`src/rtl/cfdb_pkg.sv`:
```
// Shared types, constants and the CRC byte step for the CRC-checked frame double buffer.
// No dependencies; imported by the frame store, the receive control, the top level and the testbench.
`default_nettype none

package cfdb_pkg;

    localparam int FRAME_BYTES_DEF = 64;
    localparam int BANK_STRIDE     = 64;
    localparam int MEM_DEPTH       = 2 * BANK_STRIDE;
    localparam int MEM_AW          = $clog2(MEM_DEPTH);
    localparam int POS_W           = 7;
    localparam int AGE_W           = 10;

    localparam logic [15:0]      CRC_INIT    = 16'hFFFF;
    localparam logic [15:0]      CRC_POLY    = 16'h8408;
    localparam logic [AGE_W-1:0] AGE_MAX     = 10'd1023;
    localparam logic [AGE_W-1:0] LIMIT_RESET = 10'd500;
    localparam logic [7:0]       MODE_MASK   = 8'h03;

    typedef enum logic [1:0] {
        KIND_RX_BYTE = 2'd0,
        KIND_TICK    = 2'd1,
        KIND_START   = 2'd2,
        KIND_READ    = 2'd3
    } kind_t;

    typedef struct packed {
        logic              en;
        logic [MEM_AW-1:0] addr;
        logic [7:0]        data;
    } mem_wr_t;

    typedef struct packed {
        logic              en;
        logic [MEM_AW-1:0] addr;
    } mem_rd_t;

    typedef struct packed {
        logic       frame_checked;
        logic       crc_good;
        logic       stale;
        logic       accepted_bank;
        logic [1:0] mode_bits;
        logic [7:0] nav_status;
        logic       read_hit;
    } res_t;

    // Reflected CRC-16 over one byte, eight single-bit steps.
    function automatic logic [15:0] crc_byte(input logic [15:0] crc, input logic [7:0] data);
        logic [15:0] c;
        c = crc ^ {8'h00, data};
        for (int i = 0; i < 8; i++)
        begin
            c = c[0] ? ((c >> 1) ^ CRC_POLY) : (c >> 1);
        end
        return c;
    endfunction

endpackage

`default_nettype wire

```
`src/rtl/cfdb_in_if.sv`:
```
// Input channel of the frame double buffer: valid/ready handshake and the input item.
// No dependencies.
`default_nettype none

interface cfdb_in_if;
    logic       valid;
    logic       ready;
    logic [1:0] kind;
    logic [7:0] rx_byte;
    logic [5:0] read_addr;

    modport source (output valid, output kind, output rx_byte, output read_addr, input ready);
    modport sink (input valid, input kind, input rx_byte, input read_addr, output ready);
endinterface

`default_nettype wire

```
`src/rtl/cfdb_out_if.sv`:
```
// Output channel of the frame double buffer: valid/ready handshake and the result item.
// No dependencies.
`default_nettype none

interface cfdb_out_if;
    logic       valid;
    logic       ready;
    logic       frame_checked;
    logic       crc_good;
    logic       stale;
    logic       accepted_bank;
    logic [1:0] mode_bits;
    logic [7:0] nav_status;
    logic [7:0] read_data;

    modport source (output valid, output frame_checked, output crc_good, output stale,
                    output accepted_bank, output mode_bits, output nav_status,
                    output read_data, input ready);
    modport sink (input valid, input frame_checked, input crc_good, input stale,
                  input accepted_bank, input mode_bits, input nav_status,
                  input read_data, output ready);
endinterface

`default_nettype wire

```
`src/rtl/cfdb_frame_mem.sv`:
```
// Two-bank frame store: one write port, one registered read port, per-entry valid bits.
// Depends on cfdb_pkg.
`default_nettype none

module cfdb_frame_mem
    import cfdb_pkg::*;
(
    input  wire logic       clk,
    input  wire logic       rst_n,
    input  wire mem_wr_t    wr,
    input  wire mem_rd_t    rd,
    output logic      [7:0] rd_data
);

    logic [7:0]           mem [MEM_DEPTH];
    logic [MEM_DEPTH-1:0] valid_reg;
    logic [7:0]           rd_data_reg;
    logic                 rd_ok_reg;

    always_ff @(posedge clk)
    begin
        if (wr.en)
        begin
            mem[wr.addr] <= wr.data;
        end
        if (rd.en)
        begin
            rd_data_reg <= mem[rd.addr];
        end
    end

    // An entry never written reads as zero, which matches the cleared store.
    always_ff @(posedge clk or negedge rst_n)
    begin
        if (!rst_n)
        begin
            valid_reg <= '0;
            rd_ok_reg <= 1'b0;
        end
        else
        begin
            if (wr.en)
            begin
                valid_reg[wr.addr] <= 1'b1;
            end
            if (rd.en)
            begin
                rd_ok_reg <= valid_reg[rd.addr];
            end
        end
    end

    assign rd_data = rd_ok_reg ? rd_data_reg : 8'h00;

endmodule

`default_nettype wire

```
`src/rtl/cfdb_rx_ctrl.sv`:
```
// Receive control: byte position, CRC, bank selection, ageing and the shadowed mode/status bytes.
// Depends on cfdb_pkg; drives the frame store ports and the next result fields.
`default_nettype none

module cfdb_rx_ctrl
    import cfdb_pkg::*;
#(
    parameter int FRAME_BYTES = FRAME_BYTES_DEF
)
(
    input  wire logic             clk,
    input  wire logic             rst_n,
    input  wire logic             accept,
    input  wire logic       [1:0] kind,
    input  wire logic       [7:0] rx_byte,
    input  wire logic       [5:0] read_addr,
    input  wire logic             cfg_we,
    input  wire logic [AGE_W-1:0] cfg_wdata,
    output mem_wr_t               wr,
    output mem_rd_t               rd,
    output res_t                  res_next
);

    localparam int MODE_OFFSET   = (FRAME_BYTES >= 4) ? FRAME_BYTES - 4 : 0;
    localparam int STATUS_OFFSET = FRAME_BYTES - 3;

    localparam logic [POS_W-1:0] POS_LAST   = POS_W'(FRAME_BYTES - 1);
    localparam logic [POS_W-1:0] POS_CRC_LO = POS_W'(FRAME_BYTES - 2);
    localparam logic [POS_W-1:0] POS_MODE   = POS_W'(MODE_OFFSET);
    localparam logic [POS_W-1:0] POS_STATUS = POS_W'(STATUS_OFFSET);
    localparam logic [POS_W-1:0] POS_END    = POS_W'(FRAME_BYTES);

    logic [POS_W-1:0] pos_reg, pos_next;
    logic [15:0]      crc_reg, crc_next;
    logic [7:0]       crc_low_reg, crc_low_next;
    logic             good_bank_reg, good_bank_next;
    logic             stale_reg, stale_next;
    logic [AGE_W-1:0] age_reg, age_next;
    logic [AGE_W-1:0] limit_reg;
    logic [1:0]       mode_reg [2];
    logic [1:0]       mode_next [2];
    logic [7:0]       status_reg [2];
    logic [7:0]       status_next [2];

    logic             inactive;
    logic [AGE_W-1:0] age_inc;
    kind_t            kind_in;

    assign inactive = ~good_bank_reg;
    assign kind_in  = kind_t'(kind);
    assign age_inc  = (age_reg != AGE_MAX) ? age_reg + 1'b1 : age_reg;

    always_comb
    begin
        pos_next     = pos_reg;
        crc_next     = crc_reg;
        crc_low_next = crc_low_reg;
        good_bank_next = good_bank_reg;
        stale_next   = stale_reg;
        age_next     = age_reg;
        mode_next    = mode_reg;
        status_next  = status_reg;
        wr           = '0;
        rd           = '0;
        res_next     = '0;

        if (accept)
        begin
            unique case (kind_in)
                KIND_RX_BYTE:
                begin
                    if (pos_reg <= POS_LAST)
                    begin
                        wr.en   = 1'b1;
                        wr.addr = {inactive, pos_reg[5:0]};
                        wr.data = rx_byte;
                        // Mode and status bytes are shadowed per bank so no extra read is needed.
                        if (pos_reg == POS_MODE)
                        begin
                            mode_next[inactive] = rx_byte[1:0] & MODE_MASK[1:0];
                        end
                        if (pos_reg == POS_STATUS)
                        begin
                            status_next[inactive] = rx_byte;
                        end
                        if (pos_reg < POS_CRC_LO)
                        begin
                            crc_next = crc_byte(crc_reg, rx_byte);
                            pos_next = pos_reg + 1'b1;
                        end
                        else if (pos_reg == POS_CRC_LO)
                        begin
                            crc_low_next = rx_byte;
                            pos_next     = pos_reg + 1'b1;
                        end
                        else
                        begin
                            res_next.frame_checked = 1'b1;
                            if ({rx_byte, crc_low_reg} == crc_reg)
                            begin
                                res_next.crc_good = 1'b1;
                                good_bank_next    = inactive;
                                stale_next        = 1'b0;
                                age_next          = '0;
                            end
                            pos_next = '0;
                            crc_next = CRC_INIT;
                        end
                    end
                    else
                    begin
                        pos_next = '0;
                        crc_next = CRC_INIT;
                    end
                end
                KIND_TICK:
                begin
                    age_next = age_inc;
                    if (age_inc > limit_reg)
                    begin
                        stale_next = 1'b1;
                    end
                end
                KIND_START:
                begin
                    pos_next = '0;
                    crc_next = CRC_INIT;
                end
                KIND_READ:
                begin
                    if ({1'b0, read_addr} < POS_END)
                    begin
                        rd.en   = 1'b1;
                        rd.addr = {good_bank_reg, read_addr};
                    end
                end
                default:
                begin
                    pos_next = pos_reg;
                end
            endcase
        end

        res_next.stale         = stale_next;
        res_next.accepted_bank = good_bank_next;
        res_next.mode_bits     = mode_next[good_bank_next];
        res_next.nav_status    = status_next[good_bank_next];
        res_next.read_hit      = rd.en;
    end

    always_ff @(posedge clk or negedge rst_n)
    begin
        if (!rst_n)
        begin
            pos_reg       <= '0;
            crc_reg       <= CRC_INIT;
            crc_low_reg   <= '0;
            good_bank_reg <= 1'b0;
            stale_reg     <= 1'b1;
            age_reg       <= '0;
            limit_reg     <= LIMIT_RESET;
            mode_reg      <= '{default: '0};
            status_reg    <= '{default: '0};
        end
        else
        begin
            pos_reg       <= pos_next;
            crc_reg       <= crc_next;
            crc_low_reg   <= crc_low_next;
            good_bank_reg <= good_bank_next;
            stale_reg     <= stale_next;
            age_reg       <= age_next;
            mode_reg      <= mode_next;
            status_reg    <= status_next;
            if (cfg_we)
            begin
                limit_reg <= cfg_wdata;
            end
        end
    end

endmodule

`default_nettype wire

```
`src/rtl/crc_checked_frame_double_buffer_top.sv`:
```
// Top level of the CRC-checked frame double buffer: channels, output register and frame store.
// Depends on cfdb_pkg, cfdb_in_if, cfdb_out_if, cfdb_frame_mem and cfdb_rx_ctrl.
`default_nettype none

// Frames of FRAME_BYTES bytes arrive one byte per input transfer and are written into the
// bank that does not hold the last good frame. A reflected CRC-16 (polynomial 0x8408, start
// value 0xFFFF) runs over all but the last two bytes, which carry the expected CRC low byte
// first; on a match the banks swap, the stale flag clears and the age returns to zero.
// Tick transfers age the data, and once the age exceeds the freshness limit the stale flag is
// set. Read transfers return a byte of the accepted bank. Every input transfer gives exactly
// one result transfer. Each accepted item is written to the output register, and a new
// item is taken in every cycle while the output register is empty or being drained; the
// frame store is a single memory with one write and one registered read port, and the mode
// and status bytes of each bank are kept in registers beside it so that a result needs at
// most one memory read. There is no clearing pass after reset: each store entry carries a
// valid bit and reads as zero until written.
module crc_checked_frame_double_buffer_top
    import cfdb_pkg::*;
#(
    parameter int FRAME_BYTES = FRAME_BYTES_DEF
)
(
    input  wire logic             clk,
    input  wire logic             rst_n,
    cfdb_in_if.sink               in_ch,
    cfdb_out_if.source            out_ch,
    input  wire logic             cfg_we,
    input  wire logic [AGE_W-1:0] cfg_wdata
);

    logic    accept;
    logic    out_valid_reg;
    res_t    res_next;
    res_t    res_reg;
    mem_wr_t wr;
    mem_rd_t rd;
    logic [7:0] mem_rd_data;

    // The input is taken whenever the output register is empty or is handing over its result.
    assign in_ch.ready = !out_valid_reg || out_ch.ready;
    assign accept      = in_ch.valid && in_ch.ready;

    cfdb_rx_ctrl #(
        .FRAME_BYTES (FRAME_BYTES)
    ) u_ctrl (
        .clk       (clk),
        .rst_n     (rst_n),
        .accept    (accept),
        .kind      (in_ch.kind),
        .rx_byte   (in_ch.rx_byte),
        .read_addr (in_ch.read_addr),
        .cfg_we    (cfg_we),
        .cfg_wdata (cfg_wdata),
        .wr        (wr),
        .rd        (rd),
        .res_next  (res_next)
    );

    // The memory read is issued with the accepted transfer, so its data lines up with the
    // output register; both hold while the output is stalled because nothing is accepted.
    cfdb_frame_mem u_mem (
        .clk     (clk),
        .rst_n   (rst_n),
        .wr      (wr),
        .rd      (rd),
        .rd_data (mem_rd_data)
    );

    always_ff @(posedge clk or negedge rst_n)
    begin
        if (!rst_n)
        begin
            out_valid_reg <= 1'b0;
        end
        else if (accept)
        begin
            out_valid_reg <= 1'b1;
        end
        else if (out_ch.ready)
        begin
            out_valid_reg <= 1'b0;
        end
    end

    always_ff @(posedge clk)
    begin
        if (accept)
        begin
            res_reg <= res_next;
        end
    end

    assign out_ch.valid         = out_valid_reg;
    assign out_ch.frame_checked = res_reg.frame_checked;
    assign out_ch.crc_good      = res_reg.crc_good;
    assign out_ch.stale         = res_reg.stale;
    assign out_ch.accepted_bank = res_reg.accepted_bank;
    assign out_ch.mode_bits     = res_reg.mode_bits;
    assign out_ch.nav_status    = res_reg.nav_status;
    assign out_ch.read_data     = res_reg.read_hit ? mem_rd_data : 8'h00;

endmodule

`default_nettype wire

```
`src/flat_wrapper.sv`:
```
// flat-port wrapper written by rule: the top's interface ports become plain ports
module crc_checked_frame_double_buffer_top_flat import cfdb_pkg::*;
#(
    parameter int FRAME_BYTES = FRAME_BYTES_DEF
)
  (clk, rst_n, cfg_we, cfg_wdata, in_ch_valid, in_ch_kind, in_ch_rx_byte, in_ch_read_addr, in_ch_ready, out_ch_valid, out_ch_frame_checked, out_ch_crc_good, out_ch_stale, out_ch_accepted_bank, out_ch_mode_bits, out_ch_nav_status, out_ch_read_data, out_ch_ready);
  cfdb_in_if in_ch_i ();
  cfdb_out_if out_ch_i ();
  input  wire logic clk;
  input  wire logic rst_n;
  input  wire logic cfg_we;
  input  wire logic [AGE_W-1:0] cfg_wdata;
  input wire logic [$bits(in_ch_i.valid)-1:0] in_ch_valid;
  input wire logic [$bits(in_ch_i.kind)-1:0] in_ch_kind;
  input wire logic [$bits(in_ch_i.rx_byte)-1:0] in_ch_rx_byte;
  input wire logic [$bits(in_ch_i.read_addr)-1:0] in_ch_read_addr;
  output wire logic [$bits(in_ch_i.ready)-1:0] in_ch_ready;
  output wire logic [$bits(out_ch_i.valid)-1:0] out_ch_valid;
  output wire logic [$bits(out_ch_i.frame_checked)-1:0] out_ch_frame_checked;
  output wire logic [$bits(out_ch_i.crc_good)-1:0] out_ch_crc_good;
  output wire logic [$bits(out_ch_i.stale)-1:0] out_ch_stale;
  output wire logic [$bits(out_ch_i.accepted_bank)-1:0] out_ch_accepted_bank;
  output wire logic [$bits(out_ch_i.mode_bits)-1:0] out_ch_mode_bits;
  output wire logic [$bits(out_ch_i.nav_status)-1:0] out_ch_nav_status;
  output wire logic [$bits(out_ch_i.read_data)-1:0] out_ch_read_data;
  input wire logic [$bits(out_ch_i.ready)-1:0] out_ch_ready;
  assign in_ch_i.valid = in_ch_valid;
  assign in_ch_i.kind = in_ch_kind;
  assign in_ch_i.rx_byte = in_ch_rx_byte;
  assign in_ch_i.read_addr = in_ch_read_addr;
  assign in_ch_ready = in_ch_i.ready;
  assign out_ch_valid = out_ch_i.valid;
  assign out_ch_frame_checked = out_ch_i.frame_checked;
  assign out_ch_crc_good = out_ch_i.crc_good;
  assign out_ch_stale = out_ch_i.stale;
  assign out_ch_accepted_bank = out_ch_i.accepted_bank;
  assign out_ch_mode_bits = out_ch_i.mode_bits;
  assign out_ch_nav_status = out_ch_i.nav_status;
  assign out_ch_read_data = out_ch_i.read_data;
  assign out_ch_i.ready = out_ch_ready;
  crc_checked_frame_double_buffer_top #(.FRAME_BYTES(FRAME_BYTES)) u_core (.clk(clk), .rst_n(rst_n), .in_ch(in_ch_i), .out_ch(out_ch_i), .cfg_we(cfg_we), .cfg_wdata(cfg_wdata));
endmodule
```
`config.mk`:
```
export PLATFORM = sky130hd
export DESIGN_NAME = crc_checked_frame_double_buffer_top_flat
export DESIGN_NICKNAME = d
export VERILOG_FILES = /design/src/rtl/cfdb_pkg.sv /design/src/rtl/cfdb_in_if.sv /design/src/rtl/cfdb_out_if.sv /design/src/rtl/cfdb_frame_mem.sv /design/src/rtl/cfdb_rx_ctrl.sv /design/src/rtl/crc_checked_frame_double_buffer_top.sv /design/src/flat_wrapper.sv
export SDC_FILE = /design/constraint.sdc
export NUM_CORES = 2
export LEC_CHECK = 0
export ABC_AREA = 1
export BUFFER_PORTS_ARGS = -buffer_cell sky130_fd_sc_hd__buf_2
export CORE_MARGIN = 1.5
export CORE_UTILIZATION = 50
export CTS_CLUSTER_SIZE = 40
export DETAILED_ROUTE_END_ITERATION = 10
export HOLD_SLACK_MARGIN = 0.03
export PLACE_DENSITY = 0.67
export SYNTH_ARGS = -nofsm -noshare
export SYNTH_HDL_FRONTEND = slang
export SYNTH_SLANG_ARGS = --single-unit
```
`constraint.sdc`:
```
create_clock -name clk -period 8.07 [get_ports clk]
set_input_delay 1.614 -clock clk [delete_from_list [all_inputs] [get_ports clk]]
set_output_delay 1.614 -clock clk [all_outputs]
set_load 0.02 [all_outputs]
```
== Yosys cells after proc, flatten, opt, wreduce, memory -nomap -nowiden ==
Memory sizes are Yosys's and may differ from the RTL's. A register that Yosys moved wholly into a read port is not among the register bits.
Cells that the tools add are included.

* Eq/ne operators: 13
* $add $sub $neg: 2
* Mux-type cells: 72
* Bitwise gates (word level): 16
* $lt $le $gt $ge: 9
* Reduce and logical (&&, ||, !) cells: 15

{| class="wikitable"
|+ Operators with widths
! cell !! count
|-
| $mux 16 || 18
|-
| $or 128x128->128 || 1
|-
| $mux 8 || 8
|-
| $mux 10 || 5
|-
| $pmux 16 s2 || 1
|-
| $not 2->3 || 8
|-
| $eq 7x6->1 const B || 3
|-
| $mux 7 || 3
|-
| $pmux 10 s2 || 1
|-
| $mux 1 || 19
|-
| $bwmux 16 || 1
|-
| $eq 16x16->1 || 1
|-
| $lt 7x8->1 const B || 2
|-
| $mux 4 || 4
|-
| $xor 16x8->16 || 1
|-
| $pmux 7 s2 || 1
|-
| $add 10x1->10 const B || 1
|-
| $gt 10x10->1 || 1
|-
| $mux 2 || 5
|-
| $ne 10x10->1 const B || 1
|-
| $demux 8 s1 || 1
|-
| $ne 2x2->1 const B || 4
|-
| $add 7x1->7 const B || 1
|-
| $bmux 1 s7 || 1
|-
| other kinds (25) || 35
|}

* Output and inout port bits: 24
* Input port bits: 31
* Memory bits (writable): 1024
* Logic and storage cells: 149
* Register bits after elaboration: 218
* Memories kept: 1

{| class="wikitable"
|+ Memories
! name !! depth !! bits a word !! rd ports !! clocked after memory_dff !! wr ports !! RTL line !! RTL
|-
| u_core.u_mem.mem || 128 || 8 || 1 || 1 || 1 || cfdb_frame_mem.sv:15 || <nowiki>logic [7:0] mem [MEM_DEPTH];</nowiki>
|}

== Longest topological paths before layout ==
* Depth after elaboration: 20
* Gate-level depth with buffers: 16

== Hierarchy ==
Synthesis repeated with hierarchy kept, for this count alone.

* Cell total of the unflattened synthesis: 4717
* Area, all modules: 52366.5 sq um

{| class="wikitable"
|+ By module, submodules not included
! module !! instances !! cells an instance !! area an instance (sq um) !! seq. area each (sq um)
|-
| cfdb_frame_mem || 1 || 4056 || 47186.5 || 34217.8
|-
| cfdb_rx_ctrl || 1 || 613 || 4544.4 || 1855.5
|-
| crc_checked_frame_double_buffer_top || 1 || 48 || 635.6 || 475.5
|}

== Least setup slack after synthesis ==
No wires, ideal clock.

* Kind: input to register
* Start point: input out_ch_ready
* End point: memory u_core.u_mem.mem[0][7] (data pin)
* Data arrival time: 5744 ps
* Path buffers: 1
* Stages on the path: 5
* Library setup time: 802 ps
* Setup slack: 1524 ps
* Cells stage by stage: inv_1 > a21oi_2 > nand2_4 > buf_2 > nor2_1

{| class="wikitable"
|+ RTL lines
! item !! RTL line !! RTL
|-
| start: declaration || flat_wrapper.sv:26 || <nowiki>input wire logic [$bits(out_ch_i.ready)-1:0] out_ch_ready;</nowiki>
|-
| end: declaration || cfdb_frame_mem.sv:15 ||
|}

== Worst setup path in the final report ==
* Start point: input out_ch_ready
* End point: register u_core.u_mem.rd_data_reg[5] (read register of u_core.u_mem.mem) (data pin)

* Cells in the longest elaborated chain, start to end: 3

{| class="wikitable"
|+ RTL lines
! item !! RTL line !! RTL
|-
| $logic_or 1x1->1 || crc_checked_frame_double_buffer_top.sv:40 || <nowiki>assign in_ch.ready = !out_valid_reg || out_ch.ready;</nowiki>
|-
| $logic_and 1x1->1 || crc_checked_frame_double_buffer_top.sv:41 || <nowiki>assign accept = in_ch.valid && in_ch.ready;</nowiki>
|-
| $mux 8 || cfdb_rx_ctrl.sv:67 || <nowiki>if (accept)</nowiki>
|-
| end: declaration || cfdb_frame_mem.sv:17 || <nowiki>logic [7:0] rd_data_reg;</nowiki>
|}

Every way passes these cells.
A chain may end at the register's enable or synchronous reset.

==> impl_results.md <==
- Final setup TNS: 0 ns
- Total core area: between 100000 and 150000 µm²
- CTS clk-pin slew, worst paths: around 0.060 ns
- Bufs on Longest Clock Path: 3
- Fin nets: roughly 5100
- Data arrival time of the worst path: 5.21 ns
- WP buf/inv: 5
- Final wirelength: ~140 mm
- Period utilization: 58.4%
- WL met3: approximately 12 mm
- Synth warn: 0
- Async S/R FF share, synth: 16.2%
- Nature of the critical path endpoint: flop
- I/O pin total: between 50 and 60
- Final Max Tran Viols: 0
- Worst vdd ir: ~0.19 mV
- Top Metal Used: met5
- Setup crit end: u_core.u_mem.rd_data_reg[5]
- Die Span Y: 332 µm
- RSZ-0062 raised after global routing: false
- Flops & latches, synth: between 1000 and 1500
- CTS H-tree lvls: 4
- Critical path's slowest cell: buf_4
- Worst slew pin tran: approximately 1.2 ns
- Die Width: between 300 and 400 µm
- Pwr/cell area: ~230 nW/µm²
- CTS resizes: 0
- Worst R2R Start: u_core.out_ch.valid
- Post-Syn Area: about 54000 µm²
- Post-DR wirelength/cell: 21.1 µm
- Syn_area_per_cell: approximately 11 µm²
- Max-cap viol count: 0
- Area share of the leading cell type in the synthesized netlist: between 50% and 60%
- Largest net degree at the start of global routing: 204
- Fraction of layout cells with a size suffix above 1: between 7 and 8%
- R2R Setup Slk: 3.98 ns
- Site Rows: between 100 and 150
- Cells along the critical path: buf_2 > inv_1 > nand2_1 > nand2_2 > nor2_4 > buf_12 > inv_4 > buf_4 > nand3_1 > nand3_1 > nand3_1 > nand3_1 > nand2_1 > nand2_1 > nand2_1
- Required time worst endpoint: approximately 8.6 ns
- Port bufs: 54
- F_max: between 200 and 250 MHz
- Antenna viol nets, final: 0
- Final hold violation count: 0
- GP Congestion: around 0.84
- Crit path kind: primary input to flop
- DR DRC count: 0
- Primary FF master, synth: edfxtp_1
- Starting DRT DRC Count: 4439
- Max reg flops: 1024
- FF-to-FF path depth: 13
- Hold_buf cts: 0
- Crit Path Max Fanout: 101
- Slew HR: 19.3%
- Reg-to-Reg End: u_core.u_mem.rd_data_reg[5]
- Leak: roughly 24 nW
- Worst Setup SP: out_ch_ready
- Metal-1 WL: 58.4 mm
- Vias in the first global route: 35027
- Pre-Repair DR Iteration Count: 6
- Top cells by area, synth: edfxtp_1, dfrtp_1, nand2_1, nand3_1, inv_1
- Die Area: 110000 µm²
- Max incr delay on CP: between 0.9 and 1 ns
- Total number of vias: about 36000
- Tot GR Track Use: between 20% and 30%
- Outcome: finished clean
- Seq/Total Area, Yosys: around two thirds
- Met2 WL: between 60 and 70 mm
- Grt ovf: 0
- First-pass GRT wire length: approximately 210 mm
- Root Buffer: clkbuf_16
- Min-Delay Path Class: flop to flop
- Synth Instances: 5109
- Inserted Clock Buffers: 132
- Setup crit start kind: primary input
- Final setup viols: 0
- Cell family with most CP delay: buffers and inverters
- Initial antenna violation count: 3
- Initial Util: approximately half
- Setup Buffers After CTS: 0
- Clock skew: 0.0257 ns
- EDFF count, synth: around 1000
- Hpwl dp: 77.7 mm
- Syn Nets: between 5000 and 6000
- Power consumption: about 14 mW
- Via-to-Cell Ratio: approximately 5.6
- Tmin final: about 4.7 ns
- CTS tree: done
- Clk_lat worst skew: ~0.74 ns
- P&R area growth vs syn: 10.4%
- Clk sinks: about 1300
- Levels on crit path: 15
- Cell taking the most area after synthesis: edfxtp_1
- Distinct cells, synth: 43
[worst reg2reg max path, delay by kind of cell (launching register included)]
kind	cells	cell delay, ns
AND/OR/NAND/NOR	10	1.49
buffers and inverters	3	1.98
flip-flops	1	0.39
[power breakdown]
group	total (mW)	internal, mW	switching (mW)
logic	0.780	0.244	0.537
clock network	6.08	3.58	2.50
registers	7.15	7.07	0.0802
[cell usage after synthesis, types with 2 or more instances]
| cell type | count |
|---|---|
| nor4_1 | 2 |
| buf_1 | 25 |
| nor2_2 | 3 |
| clkinv_1 | 4 |
| inv_2 | 5 |
| clkbuf_1 | 125 |
| o22ai_1 | 5 |
| ha_1 | 15 |
| inv_1 | 817 |
| o21ai_1 | 28 |
| dfstp_2 | 23 |
| nor2_4 | 3 |
| o21ai_2 | 2 |
| nand4_1 | 8 |
| or2_2 | 4 |
| nor3_2 | 3 |
| a21oi_1 | 12 |
| nand3_1 | 780 |
| xor2_1 | 33 |
| dfrtp_1 | 180 |
| a22o_1 | 7 |
| nand2_1 | 1108 |
| or2_1 | 4 |
| edfxtp_1 | 1047 |
| o21ai_0 | 153 |
| o21bai_1 | 2 |
| nor2_1 | 208 |
| xnor2_1 | 9 |
| a31oi_1 | 13 |
| buf_2 | 132 |
| nor3b_1 | 2 |
| nand2_2 | 4 |
| o211ai_1 | 298 |
| nor3_1 | 18 |
| buf_4 | 19 |
[placed cells by master, fill, tap and decap left out, drive strengths merged, types with 5 or more instances in the layout]
| cell | Yosys | layout |
|---|---|---|
| dfstp | 23 | 23 |
| nand2 | 1113 | 1113 |
| ha | 15 | 15 |
| a22o | 7 | 7 |
| nand4 | 8 | 8 |
| clkinv | 4 | 50 |
| or2 | 8 | 8 |
| nor2 | 214 | 214 |
| o211ai | 298 | 298 |
| buf | 177 | 109 |
| a21oi | 13 | 13 |
| edfxtp | 1047 | 1047 |
| xnor2 | 9 | 9 |
| a31oi | 13 | 13 |
| o21ai | 183 | 183 |
| nor3 | 21 | 21 |
| inv | 822 | 829 |
| bufinv | 0 | 12 |
| dfrtp | 180 | 180 |
| o22ai | 5 | 5 |
| nand3 | 780 | 780 |
| clkbuf | 126 | 172 |
| xor2 | 33 | 33 |
[cells by family (layout without fill, tap and decap cells)]
| family | after synthesis | in the layout | share of synthesized area, % |
|---|---|---|---|
| DFF | 1250 | 1250 | 67.4 |
| and+or+nand+nor | 2148 | 2148 | 16.9 |
| muxes | 1 | 1 | 0.0208 |
| xor gates and xnor gates | 42 | 42 | 0.678 |
| adders and majority gates | 15 | 15 | 0.346 |
| buffers and inverters | 1129 | 1173 | 8.27 |
| AOI/OAI and AO/OA | 524 | 524 | 6.35 |
| other | 0 | 2 | 0 |
[routing by layer]
layer / vias to the layer above / track usage (%)
met1: 17675 / 35.2
li1: 17059 / -
met4: 2 / 9.45
met3: 247 / 4.84
met2: 1458 / 38.8
met5: - / 0
[worst min-delay path by stage]
stage / to / start / slack [ns] / depth (start not counted)
2_1_floorplan: u_core.u_mem.valid_reg[88] / u_core.u_mem.valid_reg[88] / 0.43 / 1
3_3_place_gp: u_core.u_mem.valid_reg[18] / u_core.u_mem.valid_reg[18] / 0.44 / 2
3_5_place_dp: u_core.u_mem.valid_reg[13] / u_core.u_mem.valid_reg[13] / 0.44 / 2
4_1_cts: u_core.u_mem.valid_reg[13] / u_core.u_mem.valid_reg[13] / 0.46 / 2
5_1_grt: u_core.u_mem.valid_reg[51] / u_core.u_mem.valid_reg[51] / 0.47 / 2
6_report: u_core.u_mem.valid_reg[123] / u_core.u_mem.valid_reg[123] / 0.46 / 2
[final cells by class]
type                            count  area (µm²)
Multi-Input combinational cell   2730       13300
Antenna cell                        2        5.00
Clock buffer                      171        3650
Tap cell                         1403        1760
Sequential cell                  1250       36500
Inverter                          826        3100
Clock inverter                     66         693
Timing Repair Buffer              110         812
Fill cell                        8960       47500
[stage by stage]
step / setup slack (ns) / std cells / cell area (µm²) / utilization (%) / hold WS [ns]
floorplan: 1.52 / 5109 / 54200 / - / 0.427
global placement: 2.75 / 6319 / 55500 / 51.7 / 0.438
detailed placement: 2.73 / 6319 / 55500 / 51.7 / 0.443
CTS: 3.51 / 6556 / 59900 / 55.8 / 0.457
global route: 3.15 / 6556 / 59900 / 55.8 / 0.467
finish: 3.35 / 6558 / 59900 / 55.8 / 0.456
Power figures use the tool's default switching activity.
